### src/jsu_pkg.sv
// shared types and character constants for the json string unescaper
// no dependencies; imported by every module of the block
`default_nettype none

package jsu_pkg;

    localparam int QUEUE_DEPTH = 4;
    localparam int PKT_BYTES   = 6;

    localparam logic [15:0] CH_QUOTE  = 16'h0022;
    localparam logic [15:0] CH_BSLASH = 16'h005C;
    localparam logic [15:0] CH_SLASH  = 16'h002F;
    localparam logic [15:0] CH_B      = 16'h0062;
    localparam logic [15:0] CH_F      = 16'h0066;
    localparam logic [15:0] CH_N      = 16'h006E;
    localparam logic [15:0] CH_R      = 16'h0072;
    localparam logic [15:0] CH_T      = 16'h0074;
    localparam logic [15:0] CH_U      = 16'h0075;

    localparam logic [15:0] CTL_BS  = 16'h0008;
    localparam logic [15:0] CTL_FF  = 16'h000C;
    localparam logic [15:0] CTL_LF  = 16'h000A;
    localparam logic [15:0] CTL_CR  = 16'h000D;
    localparam logic [15:0] CTL_TAB = 16'h0009;

    localparam logic [7:0] REP_B0 = 8'hEF;
    localparam logic [7:0] REP_B1 = 8'hBF;
    localparam logic [7:0] REP_B2 = 8'hBD;

    // everything one input word turns into
    typedef struct packed {
        logic [PKT_BYTES-1:0][7:0] data;
        logic [2:0]                nbytes;
        logic                      has_status;
        logic                      status_code;
    } jsu_pkt_t;

endpackage

`default_nettype wire

### src/jsu_front.sv
// front end: takes code units, runs the escape state machine and utf-8 encoder
// depends on jsu_pkg; pushes one packet per productive word into jsu_fifo
`default_nettype none

module jsu_front
    import jsu_pkg::*;
(
    input  wire logic        clk,
    input  wire logic        rst_n,
    input  wire logic        in_valid,
    output logic             in_ready,
    input  wire logic [15:0] code_unit,
    input  wire logic        first_unit,
    input  wire logic        last_unit,
    input  wire logic        queue_full,
    output logic             push,
    output jsu_pkt_t         pkt
);

    typedef enum logic [6:0] {
        MODE_IDLE = 7'b0000001,
        MODE_BODY = 7'b0000010,
        MODE_ESC  = 7'b0000100,
        MODE_HEX1 = 7'b0001000,
        MODE_HEX2 = 7'b0010000,
        MODE_HEX3 = 7'b0100000,
        MODE_HEX4 = 7'b1000000
    } mode_t;

    mode_t       mode_reg, mode_next;
    logic [15:0] hex_reg, hex_next;
    logic [9:0]  held_reg, held_next;
    logic        held_valid_reg, held_valid_next;
    logic        err_reg, err_next;

    logic        accept;
    logic        do_put;
    logic [15:0] put_val;
    logic        st;
    logic        st_code;
    logic        pre_rep;
    logic [3:0][7:0] main_b;
    logic [2:0]  main_n;
    logic [4:0]  digit;
    logic [20:0] cp;

    function automatic logic [4:0] hex_digit(input logic [15:0] c);
        logic [4:0] r;
        r = '0;
        if (c inside {[16'h0030:16'h0039]})
            r = {1'b1, c[3:0]};
        else if (c inside {[16'h0061:16'h0066], [16'h0041:16'h0046]})
            r = {1'b1, c[3:0] + 4'd9};
        return r;
    endfunction

    assign in_ready = !queue_full;
    assign accept   = in_valid && in_ready;
    assign digit    = hex_digit(code_unit);

    always_comb
    begin
        mode_next       = mode_reg;
        hex_next        = hex_reg;
        held_next       = held_reg;
        held_valid_next = held_valid_reg;
        err_next        = err_reg;
        do_put          = 1'b0;
        put_val         = '0;
        st              = 1'b0;
        st_code         = 1'b0;
        pre_rep         = 1'b0;
        main_b          = '0;
        main_n          = '0;
        cp              = '0;
        if (accept)
        begin
            if (first_unit)
            begin
                hex_next        = '0;
                held_next       = '0;
                held_valid_next = 1'b0;
                err_next        = (code_unit != CH_QUOTE);
                mode_next       = MODE_BODY;
                if (last_unit)
                begin
                    st        = 1'b1;
                    st_code   = 1'b1;
                    mode_next = MODE_IDLE;
                end
            end
            else if (mode_reg == MODE_IDLE)
            begin
                if (last_unit)
                begin
                    st      = 1'b1;
                    st_code = 1'b1;
                end
            end
            else if (last_unit)
            begin
                if (err_reg || mode_reg != MODE_BODY || code_unit != CH_QUOTE)
                    st_code = 1'b1;
                else if (held_valid_reg)
                    pre_rep = 1'b1;
                held_valid_next = 1'b0;
                st              = 1'b1;
                mode_next       = MODE_IDLE;
            end
            else if (!err_reg)
            begin
                case (mode_reg)
                    MODE_BODY:
                    begin
                        if (code_unit == CH_BSLASH)
                            mode_next = MODE_ESC;
                        else
                        begin
                            do_put  = 1'b1;
                            put_val = code_unit;
                        end
                    end
                    MODE_ESC:
                    begin
                        mode_next = MODE_BODY;
                        do_put    = 1'b1;
                        case (code_unit)
                            CH_QUOTE:  put_val = CH_QUOTE;
                            CH_BSLASH: put_val = CH_BSLASH;
                            CH_SLASH:  put_val = CH_SLASH;
                            CH_B:      put_val = CTL_BS;
                            CH_F:      put_val = CTL_FF;
                            CH_N:      put_val = CTL_LF;
                            CH_R:      put_val = CTL_CR;
                            CH_T:      put_val = CTL_TAB;
                            CH_U:
                            begin
                                do_put    = 1'b0;
                                mode_next = MODE_HEX1;
                                hex_next  = '0;
                            end
                            default:
                            begin
                                do_put   = 1'b0;
                                err_next = 1'b1;
                            end
                        endcase
                    end
                    MODE_HEX1, MODE_HEX2, MODE_HEX3, MODE_HEX4:
                    begin
                        if (!digit[4])
                        begin
                            err_next  = 1'b1;
                            mode_next = MODE_BODY;
                        end
                        else
                        begin
                            hex_next = {hex_reg[11:0], digit[3:0]};
                            case (mode_reg)
                                MODE_HEX1: mode_next = MODE_HEX2;
                                MODE_HEX2: mode_next = MODE_HEX3;
                                MODE_HEX3: mode_next = MODE_HEX4;
                                default:
                                begin
                                    mode_next = MODE_BODY;
                                    do_put    = 1'b1;
                                    put_val   = {hex_reg[11:0], digit[3:0]};
                                end
                            endcase
                        end
                    end
                    default: mode_next = MODE_IDLE;
                endcase
            end

            // utf-16 to utf-8 with surrogate pairing
            if (do_put)
            begin
                if (held_valid_reg)
                begin
                    held_valid_next = 1'b0;
                    if (put_val inside {[16'hDC00:16'hDFFF]})
                        cp = {1'b0, held_reg, put_val[9:0]} + 21'h10000;
                    else
                        pre_rep = 1'b1;
                end
                if (held_valid_reg && put_val inside {[16'hDC00:16'hDFFF]})
                begin
                    main_b[0] = {5'b11110, cp[20:18]};
                    main_b[1] = {2'b10, cp[17:12]};
                    main_b[2] = {2'b10, cp[11:6]};
                    main_b[3] = {2'b10, cp[5:0]};
                    main_n    = 3'd4;
                end
                else if (put_val inside {[16'hD800:16'hDBFF]})
                begin
                    held_next       = put_val[9:0];
                    held_valid_next = 1'b1;
                end
                else if (put_val inside {[16'hDC00:16'hDFFF]})
                begin
                    main_b[0] = REP_B0;
                    main_b[1] = REP_B1;
                    main_b[2] = REP_B2;
                    main_n    = 3'd3;
                end
                else if (put_val < 16'h0080)
                begin
                    main_b[0] = put_val[7:0];
                    main_n    = 3'd1;
                end
                else if (put_val < 16'h0800)
                begin
                    main_b[0] = {3'b110, put_val[10:6]};
                    main_b[1] = {2'b10, put_val[5:0]};
                    main_n    = 3'd2;
                end
                else
                begin
                    main_b[0] = {4'b1110, put_val[15:12]};
                    main_b[1] = {2'b10, put_val[11:6]};
                    main_b[2] = {2'b10, put_val[5:0]};
                    main_n    = 3'd3;
                end
            end
        end
    end

    always_comb
    begin
        pkt.has_status  = st;
        pkt.status_code = st_code;
        if (pre_rep)
        begin
            pkt.data   = {main_b[2], main_b[1], main_b[0], REP_B2, REP_B1, REP_B0};
            pkt.nbytes = main_n + 3'd3;
        end
        else
        begin
            pkt.data   = {16'h0000, main_b[3], main_b[2], main_b[1], main_b[0]};
            pkt.nbytes = main_n;
        end
    end

    assign push = accept && (st || pre_rep || main_n != 3'd0);

    always_ff @(posedge clk or negedge rst_n)
    begin
        if (!rst_n)
        begin
            mode_reg       <= MODE_IDLE;
            hex_reg        <= '0;
            held_reg       <= '0;
            held_valid_reg <= 1'b0;
            err_reg        <= 1'b0;
        end
        else
        begin
            mode_reg       <= mode_next;
            hex_reg        <= hex_next;
            held_reg       <= held_next;
            held_valid_reg <= held_valid_next;
            err_reg        <= err_next;
        end
    end

    // a held half never survives the end of a literal
    a_idle_no_held: assert property (@(posedge clk) disable iff (!rst_n)
        (mode_reg == MODE_IDLE) |-> !held_valid_reg)
        else $error("held surrogate while idle");

    // after an error the escape machine is parked in the body or idle
    a_err_parked: assert property (@(posedge clk) disable iff (!rst_n)
        err_reg |-> (mode_reg == MODE_BODY || mode_reg == MODE_IDLE))
        else $error("escape state active after error");

endmodule

`default_nettype wire

### src/jsu_fifo.sv
// short packet queue between the decode front end and the byte emitter
// depends on jsu_pkg for the packet type
`default_nettype none

module jsu_fifo
    import jsu_pkg::*;
#(
    parameter int DEPTH = QUEUE_DEPTH
)
(
    input  wire logic     clk,
    input  wire logic     rst_n,
    input  wire logic     push,
    input  wire jsu_pkt_t push_pkt,
    output logic          full,
    input  wire logic     pop,
    output logic          head_valid,
    output jsu_pkt_t      head_pkt
);

    localparam int PTR_W = (DEPTH > 1) ? $clog2(DEPTH) : 1;
    localparam int CNT_W = $clog2(DEPTH + 1);

    jsu_pkt_t           mem_reg [DEPTH];
    logic [PTR_W-1:0]   wr_ptr_reg, wr_ptr_next;
    logic [PTR_W-1:0]   rd_ptr_reg, rd_ptr_next;
    logic [CNT_W-1:0]   count_reg, count_next;

    assign full       = (count_reg == CNT_W'(DEPTH));
    assign head_valid = (count_reg != '0);
    assign head_pkt   = mem_reg[rd_ptr_reg];

    always_comb
    begin
        wr_ptr_next = wr_ptr_reg;
        rd_ptr_next = rd_ptr_reg;
        count_next  = count_reg;
        if (push)
            wr_ptr_next = (wr_ptr_reg == PTR_W'(DEPTH - 1)) ? '0 : wr_ptr_reg + 1'b1;
        if (pop)
            rd_ptr_next = (rd_ptr_reg == PTR_W'(DEPTH - 1)) ? '0 : rd_ptr_reg + 1'b1;
        if (push && !pop)
            count_next = count_reg + 1'b1;
        else if (pop && !push)
            count_next = count_reg - 1'b1;
    end

    always_ff @(posedge clk)
    begin
        if (push)
            mem_reg[wr_ptr_reg] <= push_pkt;
    end

    always_ff @(posedge clk or negedge rst_n)
    begin
        if (!rst_n)
        begin
            wr_ptr_reg <= '0;
            rd_ptr_reg <= '0;
            count_reg  <= '0;
        end
        else
        begin
            wr_ptr_reg <= wr_ptr_next;
            rd_ptr_reg <= rd_ptr_next;
            count_reg  <= count_next;
        end
    end

    a_no_overflow: assert property (@(posedge clk) disable iff (!rst_n)
        push |-> !full)
        else $error("queue overflow");

    a_no_underflow: assert property (@(posedge clk) disable iff (!rst_n)
        pop |-> head_valid)
        else $error("queue underflow");

endmodule

`default_nettype wire

### src/jsu_emit.sv
// back end: walks the head packet and sends one word per cycle, while the
// receiver is ready, through an output register; depends on jsu_pkg
`default_nettype none

module jsu_emit
    import jsu_pkg::*;
(
    input  wire logic       clk,
    input  wire logic       rst_n,
    input  wire logic       head_valid,
    input  wire jsu_pkt_t   head_pkt,
    output logic            pop,
    output logic            m_tvalid,
    input  wire logic       m_tready,
    output logic [7:0]      m_tdata,
    output logic [1:0]      m_tuser,
    output logic            m_tlast
);

    logic [2:0] idx_reg, idx_next;
    logic       valid_reg, valid_next;
    logic [7:0] data_reg;
    logic [1:0] user_reg;
    logic       last_reg;

    logic       load;
    logic       is_byte;
    logic       is_last;

    assign load    = head_valid && (!valid_reg || m_tready);
    assign is_byte = (idx_reg < head_pkt.nbytes);
    assign is_last = head_pkt.has_status ? (idx_reg == head_pkt.nbytes)
                                         : (idx_reg == head_pkt.nbytes - 3'd1);
    assign pop     = load && is_last;

    always_comb
    begin
        idx_next   = idx_reg;
        valid_next = valid_reg;
        if (load)
        begin
            valid_next = 1'b1;
            idx_next   = is_last ? 3'd0 : idx_reg + 3'd1;
        end
        else if (m_tready)
            valid_next = 1'b0;
    end

    always_ff @(posedge clk)
    begin
        if (load)
        begin
            data_reg <= is_byte ? head_pkt.data[idx_reg] : 8'h00;
            user_reg <= is_byte ? 2'b00 : {head_pkt.status_code, 1'b1};
            last_reg <= is_last;
        end
    end

    always_ff @(posedge clk or negedge rst_n)
    begin
        if (!rst_n)
        begin
            idx_reg   <= '0;
            valid_reg <= 1'b0;
        end
        else
        begin
            idx_reg   <= idx_next;
            valid_reg <= valid_next;
        end
    end

    assign m_tvalid = valid_reg;
    assign m_tdata  = data_reg;
    assign m_tuser  = user_reg;
    assign m_tlast  = last_reg;

    // a packet is walked only from its start
    a_idx_rest: assert property (@(posedge clk) disable iff (!rst_n)
        !head_valid |-> (idx_reg == 3'd0))
        else $error("item index left over with empty queue");

endmodule

`default_nettype wire

### src/json_string_unescape_utf8_top.sv
// json string literal unescaper, utf-16 code units in, utf-8 bytes out
// depends on jsu_pkg, jsu_front, jsu_fifo, jsu_emit
//
// usage:
//   slave side takes one utf-16 code unit per word: tdata is the unit, tuser
//   flags the opening unit, tlast flags the closing unit. master side sends
//   one word per result: tdata is a utf-8 byte, tuser marks a status word
//   and carries its code (1 = not a valid string), tlast marks the final
//   word caused by one input word. on a status code of 1 the bytes of that
//   literal are to be thrown away.
//   an accepted input word goes into the packet queue, and its first result
//   word then passes the emitter's output register onto m_tvalid. the emitter
//   sends one word per cycle while the receiver is ready; an input word gives
//   one to six result words; a word with none pushes nothing. a four-entry
//   packet queue between the decoder and the emitter lets input flow on while
//   bytes drain. reset empties the queue and output register and waits for an
//   opening quote. a stalled receiver holds the output word; input keeps
//   being taken until the queue fills, then s_tready drops.
`default_nettype none

module json_string_unescape_utf8_top
    import jsu_pkg::*;
#(
    parameter int QUEUE_DEPTH_P = QUEUE_DEPTH
)
(
    input  wire logic        clk,
    input  wire logic        rst_n,
    input  wire logic        s_tvalid,
    output logic             s_tready,
    input  wire logic [15:0] s_tdata,   // code_unit
    input  wire logic        s_tuser,   // first_unit
    input  wire logic        s_tlast,   // last_unit
    output logic             m_tvalid,
    input  wire logic        m_tready,
    output logic [7:0]       m_tdata,   // out_byte
    output logic [1:0]       m_tuser,   // status_code, is_status
    output logic             m_tlast    // last_of_run
);

    logic     push;
    logic     full;
    logic     pop;
    logic     head_valid;
    jsu_pkt_t push_pkt;
    jsu_pkt_t head_pkt;

    jsu_front u_front (
        .clk        (clk),
        .rst_n      (rst_n),
        .in_valid   (s_tvalid),
        .in_ready   (s_tready),
        .code_unit  (s_tdata),
        .first_unit (s_tuser),
        .last_unit  (s_tlast),
        .queue_full (full),
        .push       (push),
        .pkt        (push_pkt)
    );

    jsu_fifo #(
        .DEPTH (QUEUE_DEPTH_P)
    ) u_fifo (
        .clk        (clk),
        .rst_n      (rst_n),
        .push       (push),
        .push_pkt   (push_pkt),
        .full       (full),
        .pop        (pop),
        .head_valid (head_valid),
        .head_pkt   (head_pkt)
    );

    jsu_emit u_emit (
        .clk        (clk),
        .rst_n      (rst_n),
        .head_valid (head_valid),
        .head_pkt   (head_pkt),
        .pop        (pop),
        .m_tvalid   (m_tvalid),
        .m_tready   (m_tready),
        .m_tdata    (m_tdata),
        .m_tuser    (m_tuser),
        .m_tlast    (m_tlast)
    );

endmodule

`default_nettype wire
### config.mk
export PLATFORM = sky130hd
export DESIGN_NAME = json_string_unescape_utf8_top
export DESIGN_NICKNAME = d
export VERILOG_FILES = /design/src/jsu_pkg.sv /design/src/jsu_front.sv /design/src/jsu_fifo.sv /design/src/jsu_emit.sv /design/src/json_string_unescape_utf8_top.sv
export SDC_FILE = /design/constraint.sdc
export NUM_CORES = 1
export LEC_CHECK = 0
export BUFFER_PORTS_ARGS = -buffer_cell sky130_fd_sc_hd__buf_2
export CORE_MARGIN = 2
export CORE_UTILIZATION = 60
export CTS_CLUSTER_SIZE = 28
export DETAILED_ROUTE_END_ITERATION = 8
export GPL_TIMING_DRIVEN = 0
export PLACE_DENSITY_LB_ADDON = 0.2
export SYNTH_ARGS = -nofsm -noshare
export SYNTH_HDL_FRONTEND = slang
export SYNTH_SLANG_ARGS = --single-unit
### constraint.sdc
create_clock -name clk -period 6.03 [get_ports clk]
set_input_delay 0.9045 -clock clk [delete_from_list [all_inputs] [get_ports clk]]
set_output_delay 0.9045 -clock clk [all_outputs]
set_load 0.1 [all_outputs]
==> results of run 1 <==
## metrics by stage
stage                     instance area (µm²)  utilization, %  instances
after floorplan                         12000               -        856
after global placement                  12500            63.8       1153
after detailed placement                12500            64.2       1157
after CTS                               13400            68.7       1203
after global routing                    13400            68.8       1203
final                                   13400            68.8       1203
## layout make-up
class / count / area, µm²
clock buffers: 33 / 696
multi-input cells: 525 / 4350
repair buffers: 36 / 240
fillers: 1324 / 6090
well taps: 265 / 332
flip-flops and latches: 249 / 7270
plain buffers: 49 / 236
clock inverters: 13 / 189
inverters: 33 / 126
## cell usage in the layout (no fill, tap or decap), drive strengths merged, types with 23 or more instances in the layout
| cell | instances |
|---|---|
| o21ai | 37 |
| clkbuf | 60 |
| inv | 33 |
| buf | 57 |
| mux4 | 56 |
| dfrtp | 41 |
| nor2 | 49 |
| a21oi | 23 |
| edfxtp | 207 |
| nand2 | 72 |
## critical path, cell delays in order, from the launching register on
cell,delay [ps]
dfrtp_1,360
clkbuf_1,370
clkdlybuf4s15_1,810
buf_1,690
mux4_2,620
inv_1,110
ha_1,170
xnor2_1,140
xnor2_1,90
o41ai_1,670
and2_1,320
inv_1,60
ha_1,200
inv_1,80
fa_1,420
mux2_2,270
## metal layers
metal / global-route usage, % / vias up / share of wire (%) / routed length, µm
met5: 0 / - / 0 / 0
met1: 41.7 / 4138 / 40 / 12500
met2: 48.5 / 474 / 48 / 14900
met4: 7.16 / 0 / 2.1 / 666
met3: 6.35 / 54 / 9.6 / 2970
li1: - / 3511 / - / -
## how the worst max path moves through the flow
stage                                  endpoint  slack [ps]            startpoint  cells after the start
final                       u_fifo.count_reg[1]         520  u_fifo.rd_ptr_reg[0]                     15
after global placement     u_fifo.mem_reg[0][8]       -1300            s_tdata[0]                     14
after CTS                   u_fifo.count_reg[1]         410  u_fifo.rd_ptr_reg[0]                     15
after detailed placement  u_fifo.mem_reg[1][31]         -40            s_tdata[0]                     15
after global routing        u_fifo.count_reg[1]           4  u_fifo.rd_ptr_reg[0]                     15
after floorplan            u_fifo.mem_reg[3][0]         550            s_tdata[0]                     15
## cell families after synthesis
kind of cell,after synthesis
XOR/XNOR,15
AO/OA/AOI/OAI,171
buffers and inverters,82
AND/OR/NAND/NOR,250
multiplexers,70
flip-flops,249
adder cells (fa/ha/maj),19
## where the power goes
part | switching (mW) | internal, mW | total, mW
clock network | 0.657 | 0.990 | 1.65
registers | 0.0944 | 2.11 | 2.20
logic | 1.20 | 0.689 | 1.89
total | 1.96 | 3.79 | 5.74
## what timing repair did
action	in CTS	in global routing
buffers inserted	0	0
resized for setup	0	2
setup endpoints to repair	0	132
==> metrics.txt, run 1 <==
Hold Path Class=flop to flop; Synth Register Bits=249; die area=about 21000 µm²; area delta synth->final=12.4%; Synth area leader=edfxtp_1; number of buffers added on ports=32; grt total ovfl=0; pre-CTS WS=-35.7 ps; synth top area cells=edfxtp_1 52%, mux4_2 11%, dfrtp_1 8.6%; Final Worst Setup Slack=between 500 and 600 ps; Yosys top cell area share=about half; Compound-Gate Fraction of Synth Area=between 10% and 20%; Rows=51; crit path launch type=flop; Final setup viols=0; hold slack final=a little under 500 ps; Post-synth ARST share=~17%; Post-Syn Area=12000 µm²; hold path startpoint=u_front.held_reg[1]; gpl congestion=0.936; Pwr Total=5.74 mW; CORE AREA=~20000 µm²; vias per cell=6.80; Final Hold Fails=0; Diodes inserted=0; Power Density=around 430 nW/µm²; hold depth=1; Yosys cell types=84; drt first pass iters=6; CTS root buf=clkbuf_16; Synth Area in Simple Gates=10.9%; antenna violations before repair=0; first-pass GRT wire length=48.1 mm; Post-synth top cells=207 x edfxtp_1, 72 x nand2_1, 56 x mux4_2, 47 x nor2_1, 41 x dfrtp_1; Inserted Clock Buffers=25; worst rel slew slack=20.3%; layout cells sized above 1=20.1%; CTS tree=built; cts hold-fix bufs=0; Synth Flop Type=edfxtp_1; max-slew violations=0; crit end category=flop; WL/cell=25.8 µm; cells on worst reg2reg path=15; Die X=145 µm; Final min period=5510 ps; vias in the first global route=8249; f_max=181 MHz; vias=8177; # Max-Cap Violations=0; Post-route DRC=0; IO Pins=35; worst flop-to-flop path endpoint=u_fifo.count_reg[1]; Synth Warn #=0; Post-Synth Adder-Cell Area=2.05%; die height=145 µm; GRT Total Usage=29.8%; reg2reg start=u_fifo.rd_ptr_reg[0]; main combinational cell family by area after synthesis=multiplexers; register area share after synthesis=60.8%; Post-Synth XOR/XNOR Area=under 10%; RSZ-0062 raised after global routing=false; final setup TNS=0 ps; detailed placement HPWL=20.9 mm; Max Clock Skew=10.6 ps; CP Max Fanout=10; number of synthesized flops with an enable pin=207; leakage=4.81 nW; post-synthesis mux area share=11.8%; Mapped Cells=856; Clk pin slew, worst setup/hold paths=approximately 60 ps; WHS Endpoint=u_front.held_reg[1]; syn nets=897; Initial Util=61.3%; Slew @ Worst Pin=1180 ps; Final period util=91.4%; NumNets Final=960; Clock Latency Late Sink=roughly 540 ps; status=finished, final reports clean; H-Tree Depth=1; Max VDD drop=0.000409 V; wirelength, routed=31.0 mm; Clock Tree Buf Depth=3; syn_area_per_cell=14.0 µm²; post-route antenna net violation count=0; clock sink total=249; FF-to-FF setup slack=520 ps; Setup CP Type=flop to flop; 1st-iter DRT viols=852; Worst Path Arrival=5930 ps; cell with the most instances after synthesis=edfxtp_1; largest net degree at the start of global routing=43; Worst EP required=6450 ps; max reg flops=roughly 200
No activity file was read; power rests on OpenSTA's default activity.
==> inputs of run 2 (changes only) <==
--- a/config.mk
+++ b/config.mk
@@ -12,6 +12,8 @@
 export DETAILED_ROUTE_END_ITERATION = 8
 export GPL_TIMING_DRIVEN = 0
 export PLACE_DENSITY_LB_ADDON = 0.2
+export REMOVE_ABC_BUFFERS = 1
 export SYNTH_ARGS = -nofsm -noshare
 export SYNTH_HDL_FRONTEND = slang
 export SYNTH_SLANG_ARGS = --single-unit
+export TNS_END_PERCENT = 5
==> metrics.txt, run 2 (synthesis results as in run 1) <==
most frequent cells in the layout=207 x edfxtp_1, 72 x nand2_1, 56 x mux4_2, 47 x nor2_1, 39 x dfrtp_1; NumNets Final=917 (-4.5%); area delta synth->final=11.2%; Final period util=95.5% (+4.0 points); number of buffers added on ports=34 (+6.3%); Max VDD drop=0.000307 V (-25%); reg2reg start=u_front.mode_reg[3]; Clk pin slew, worst setup/hold paths=60 ps (about the same); Initial Util=61.3% (unchanged); most common cell after layout, fill and taps aside=edfxtp_1; vias in the first global route=7850 (-4.8%); wirelength, routed=28.5 mm (-8.3%); max reg flops=196 (unchanged); Final Hold Fails=0 (unchanged); worst setup path startpoint=s_tdata[0]; cts hold-fix bufs=0 (unchanged); # fillers=1408 (+6.3%); Post-route DRC=0 (unchanged); Inserted Clock Buffers=26 (+4.0%); Multi-input gate area=4390 µm² (+0.83%); worst rel slew slack=14.0% (-6.4 points); RSZ-0062 raised after global routing=false; crit end category=flop; GRT Total Usage=27.4% (-2.4 points); hold slack final=501 ps (+9.01 ps); Die X=145 µm (unchanged); register area=7270 µm² (about the same); 1st-iter DRT viols=743 (-13%); CORE AREA=19500 µm² (unchanged); Diodes inserted=0 (unchanged); Worst setup endpoint=u_fifo.mem_reg[3][23]; antenna violations before repair=0 (unchanged); Pwr Total=5.66 mW (-1.4%); Hold Path Class=flop to flop; Slew @ Worst Pin=1290 ps (+106 ps); post-CTS setup buffers=0 (unchanged); worst flop-to-flop path endpoint=u_fifo.mem_reg[3][23]; Final min period=5760 ps (+244 ps); Final setup viols=0 (unchanged); gpl congestion=0.990 (+5.8%); die height=145 µm (unchanged); Worst Path Arrival=5970 ps (+40 ps); detailed placement HPWL=19.1 mm (-8.9%); layout cells sized above 1=20.4% (+0.27 points); Final Cell Area=13300 µm² (-1.0%); Rows=51 (unchanged); H-Tree Depth=1 (unchanged); vias per cell=6.65 (-2.2%); Max Clock Skew=18.6 ps (+7.96 ps); FF-to-FF setup slack=750 ps (+230 ps); leakage=4.73 nW (-1.7%); f_max=174 MHz (-4.2%); first-pass GRT wire length=44.9 mm (-6.7%); WL/cell=24.5 µm (-5.0%); CTS tree=built; crit path launch type=input pin; final setup TNS=0 ps (unchanged); Clock Latency Late Sink=530 ps (about the same); Area after DPL=12400 µm² (-1.2%); largest net degree at the start of global routing=43 (unchanged); Worst EP required=6250 ps (-200 ps); status=finished, final reports clean; IO Pins=35 (unchanged); vias=7717 (-5.6%); CP Max Fanout=31 (+21); die area=21100 µm² (unchanged); grt total ovfl=0 (unchanged); max-slew violations=0 (unchanged); clock sink total=249 (unchanged); CTS root buf=clkbuf_16; post-route antenna net violation count=0 (unchanged); cells on worst reg2reg path=12 (-3); Power Density=426 nW/µm² (-0.37%); Setup CP Type=input pin to flop; drt first pass iters=5 (-1); Clock Tree Buf Depth=3 (unchanged); # Max-Cap Violations=0 (unchanged)
-- run 2: power breakdown --
part | internal [mW] | switching, mW
Combinational | 0.685 | 1.07
Sequential | 2.11 | 0.175
Clock | 0.975 | 0.647
Total | 3.77 | 1.89
-- run 2: worst min-delay path by stage --
stage / cells after the start / start / end
after floorplan: 1 / u_front.held_reg[0] / u_front.held_reg[0]
after global placement: 1 / u_front.held_reg[0] / u_front.held_reg[0]
after detailed placement: 1 / u_front.held_reg[1] / u_front.held_reg[1]
after CTS: 1 / u_front.held_reg[1] / u_front.held_reg[1]
after global routing: 1 / u_front.held_reg[0] / u_front.held_reg[0]
final: 1 / u_front.held_reg[0] / u_front.held_reg[0]
-- run 2: what timing repair did --
item | in CTS | in global routing
resized for setup | 1 | 3
pin swaps | 0 | 0
endpoints found under the setup margin | 127 | 128
-- run 2: metal layers --
| metal | part of all wire, % | global-route usage (%) |
|---|---|---|
| met2 | 50 | 45.8 |
| met5 | 0 | 0 |
| met3 | 6.2 | 3.90 |
| met1 | 41 | 38.0 |
| met4 | 2.5 | 8.24 |
-- run 2: final cells by class --
class                      count  area share (%)
clock buffer                  35            5.46
sequential                   249            54.7
timing repair buffer          41            2.30
clock inverter                13            1.13
tap                          265            2.49
multi-input combinational    525            33.0
inverter                      33           0.950
-- run 2: through the flow --
step	setup WS [ps]	utilization, %	instances
global route	13.8	68.1	1161
CTS	257	67.9	1161
global placement	-1930	62.6	1106
detailed placement	-620	63.4	1113
floorplan	238	-	807
finish	272	68.1	1161
-- run 2: worst max-delay path, cell delays in order --
cell and delay [ps]:
buf_2 160, inv_1 130, ha_1 270, nor3b_1 170, nor4_1 590, a21o_1 420
a32oi_1 290, or4_1 830, nor2_8 280, and3_4 290, inv_4 90, ha_1 200
a31oi_2 370, and2_2 620, buf_12 300
==> inputs of run 3 (changes only) <==
--- a/config.mk
+++ b/config.mk
@@ -6,8 +6,10 @@
 export NUM_CORES = 1
 export LEC_CHECK = 0
 export BUFFER_PORTS_ARGS = -buffer_cell sky130_fd_sc_hd__buf_2
+export CELL_PAD_IN_SITES_DETAIL_PLACEMENT = 1
+export CELL_PAD_IN_SITES_GLOBAL_PLACEMENT = 1
 export CORE_MARGIN = 2
-export CORE_UTILIZATION = 60
+export CORE_UTILIZATION = 53
 export CTS_CLUSTER_SIZE = 28
 export DETAILED_ROUTE_END_ITERATION = 8
 export GPL_TIMING_DRIVEN = 0
==> metrics.txt, run 3 (synthesis results as in run 1) <==
Max VDD drop=0.000289 V (-5.9%); vias=7873 (+2.0%); Worst Path Arrival=5910 ps (-60 ps); worst path bufs/invs=3 (-1); Rows=54 (+5.9%); IO Pins=35 (unchanged); Worst path slowest cell=o32ai_1; max-slew violations=0 (unchanged); most frequent cells in the layout=207 x edfxtp_1, 72 x nand2_1, 56 x mux4_2, 47 x nor2_1, 39 x dfrtp_1; gpl congestion=0.973 (-1.7%); die height=154 µm (+6.2%); post-route antenna net violation count=0 (unchanged); Clk pin slew, worst setup/hold paths=60 ps (about the same); CTS root buf=clkbuf_16; status=finished, final reports clean; detailed placement HPWL=22.3 mm (+17%); WL/cell=27.6 µm (+12%); Worst EP required=6240 ps (about the same); hold depth=1 (unchanged); # fillers=2052 (+46%); clock sink total=249 (unchanged); DP Cell Count=1129 (+1.4%); antenna violations before repair=0 (unchanged); Slew @ Worst Pin=1370 ps (+84.1 ps); Diodes inserted=0 (unchanged); 1st-iter DRT viols=620 (-17%); vias in the first global route=8628 (+9.9%); Most common cell on crit path=ha_1; number of buffers added on ports=34 (unchanged); hold slack final=507 ps (+6.67 ps); cts hold-fix bufs=0 (unchanged); post-CTS setup buffers=0 (unchanged); RSZ-0062 raised after global routing=false; largest net degree at the start of global routing=43 (unchanged); CP Max Fanout=32 (+3.2%); most common cell after layout, fill and taps aside=edfxtp_1; Inserted Clock Buffers=27 (+3.8%); Pwr Total=5.77 mW (+1.9%); first-pass GRT wire length=50.7 mm (+13%); f_max=175 MHz (+0.94%); leakage=4.76 nW (+0.72%); vias per cell=6.68 (+0.46%); Hold Path Class=flop to flop; Final Hold Fails=0 (unchanged); Crit path max-delay family=compound AO/OA/AOI/OAI gates; Final setup viols=0 (unchanged); Core Util, Final=60.8% (-7.3 points); Post-route DRC=0 (unchanged); CP cell instances=buf_2 > inv_1 > ha_1 > o21bai_1 > a211oi_2 > a21oi_1 > o32ai_1 > o21ai_1 > a311oi_1 > nand2_1 > ha_1 > ha_1 > a31oi_2 > and2_2 > buf_12; Crit. path cell count=15 (unchanged); wirelength, routed=32.5 mm (+14%); Die X=154 µm (+6.2%); CORE AREA=22000 µm² (+12%); NumNets Final=920 (+0.33%); layout cells sized above 1=21.0% (+0.60 points); grt total ovfl=0 (unchanged); CP peak stage delay=690 ps (-140 ps); H-Tree Depth=1 (unchanged); Clock Tree Buf Depth=3 (unchanged); area delta synth->final=11.7%; Final min period=5700 ps (-53.6 ps); Power Density=432 nW/µm² (+1.4%); Final period util=94.6% (-0.89 points); Non-Filler Instances=1179 (+1.6%); CTS tree=built; crit path launch type=input pin; GRT Total Usage=28.1% (+0.67 points); final setup TNS=0 ps (unchanged); worst rel slew slack=7.18% (-6.8 points); max reg flops=196 (unchanged); drt first pass iters=5 (unchanged); Max Clock Skew=11.5 ps (-7.14 ps); # Max-Cap Violations=0 (unchanged); die area=23800 µm² (+13%); Setup CP Type=input pin to flop; crit end category=flop; cells on worst reg2reg path=12 (unchanged); Initial Util=54.5% (-6.8 points); Clock Latency Late Sink=530 ps (about the same)
## run 3: metrics by stage
step           instance area, µm²  setup WS, ps
2_1_floorplan               11700           238
3_3_place_gp                12300         -2040
3_5_place_dp                12400          -731
4_1_cts                     13300           221
5_1_grt                     13400          69.5
6_report                    13400           326
## run 3: path summary, 6_finish.rpt
kind | slack (ps) | from | end
hold / removal | 510 | u_front.held_reg[0] | u_front.held_reg[0]
max in group asynchronous | 4660 | rst_n | u_fifo.rd_ptr_reg[0]
hold reg to reg | 510 | u_front.held_reg[0] | u_front.held_reg[0]
setup reg to reg | 690 | u_front.mode_reg[3] | u_fifo.mem_reg[0][31]
setup / recovery | 330 | s_tdata[0] | u_fifo.mem_reg[0][31]
min in group asynchronous | 580 | rst_n | u_front.mode_reg[4]
## run 3: cell type report
type	count	area (µm²)	share of cell area, %
clock inverter	17	175	1.31
sequential	249	7270	54.4
tap	280	350	2.62
multi-input combinational	525	4380	32.8
clock buffer	32	724	5.42
inverter	33	126	0.946
timing repair buffer	43	332	2.48
## run 3: worst register-to-register path, cell delays in order (launching register included)
cell     delay, ps
dfrtp_1        490
nor3_1         390
and4b_1        610
o21a_1         370
a32oi_1        200
or4_1          790
nor2_8         270
and3_4         300
inv_4           80
ha_1           210
a31oi_2        370
and2_2         600
buf_12         300
## run 3: timing repair
| item | 4_1_cts | 5_1_grt |
|---|---|---|
| endpoints found under the setup margin | 129 | 160 |
| resized for setup | 1 | 4 |
| endpoints found under the hold margin | 0 | 0 |
| pin swaps | 0 | 0 |
## run 3: report_power, final
part | total, mW | internal [mW] | switching (mW)
Combinational | 1.81 | 0.694 | 1.11
Clock | 1.67 | 0.989 | 0.685
Sequential | 2.29 | 2.11 | 0.181
## run 3: layer usage
layer	routed length [µm]	vias to the layer above	part of all wire, %	global-route usage [%]
li1	-	3428	-	-
met2	16500	261	51	49.1
met5	0	-	0	0
met1	13500	4111	42	36.9
met3	1440	73	4.4	3.45
met4	1040	0	3.2	9.17
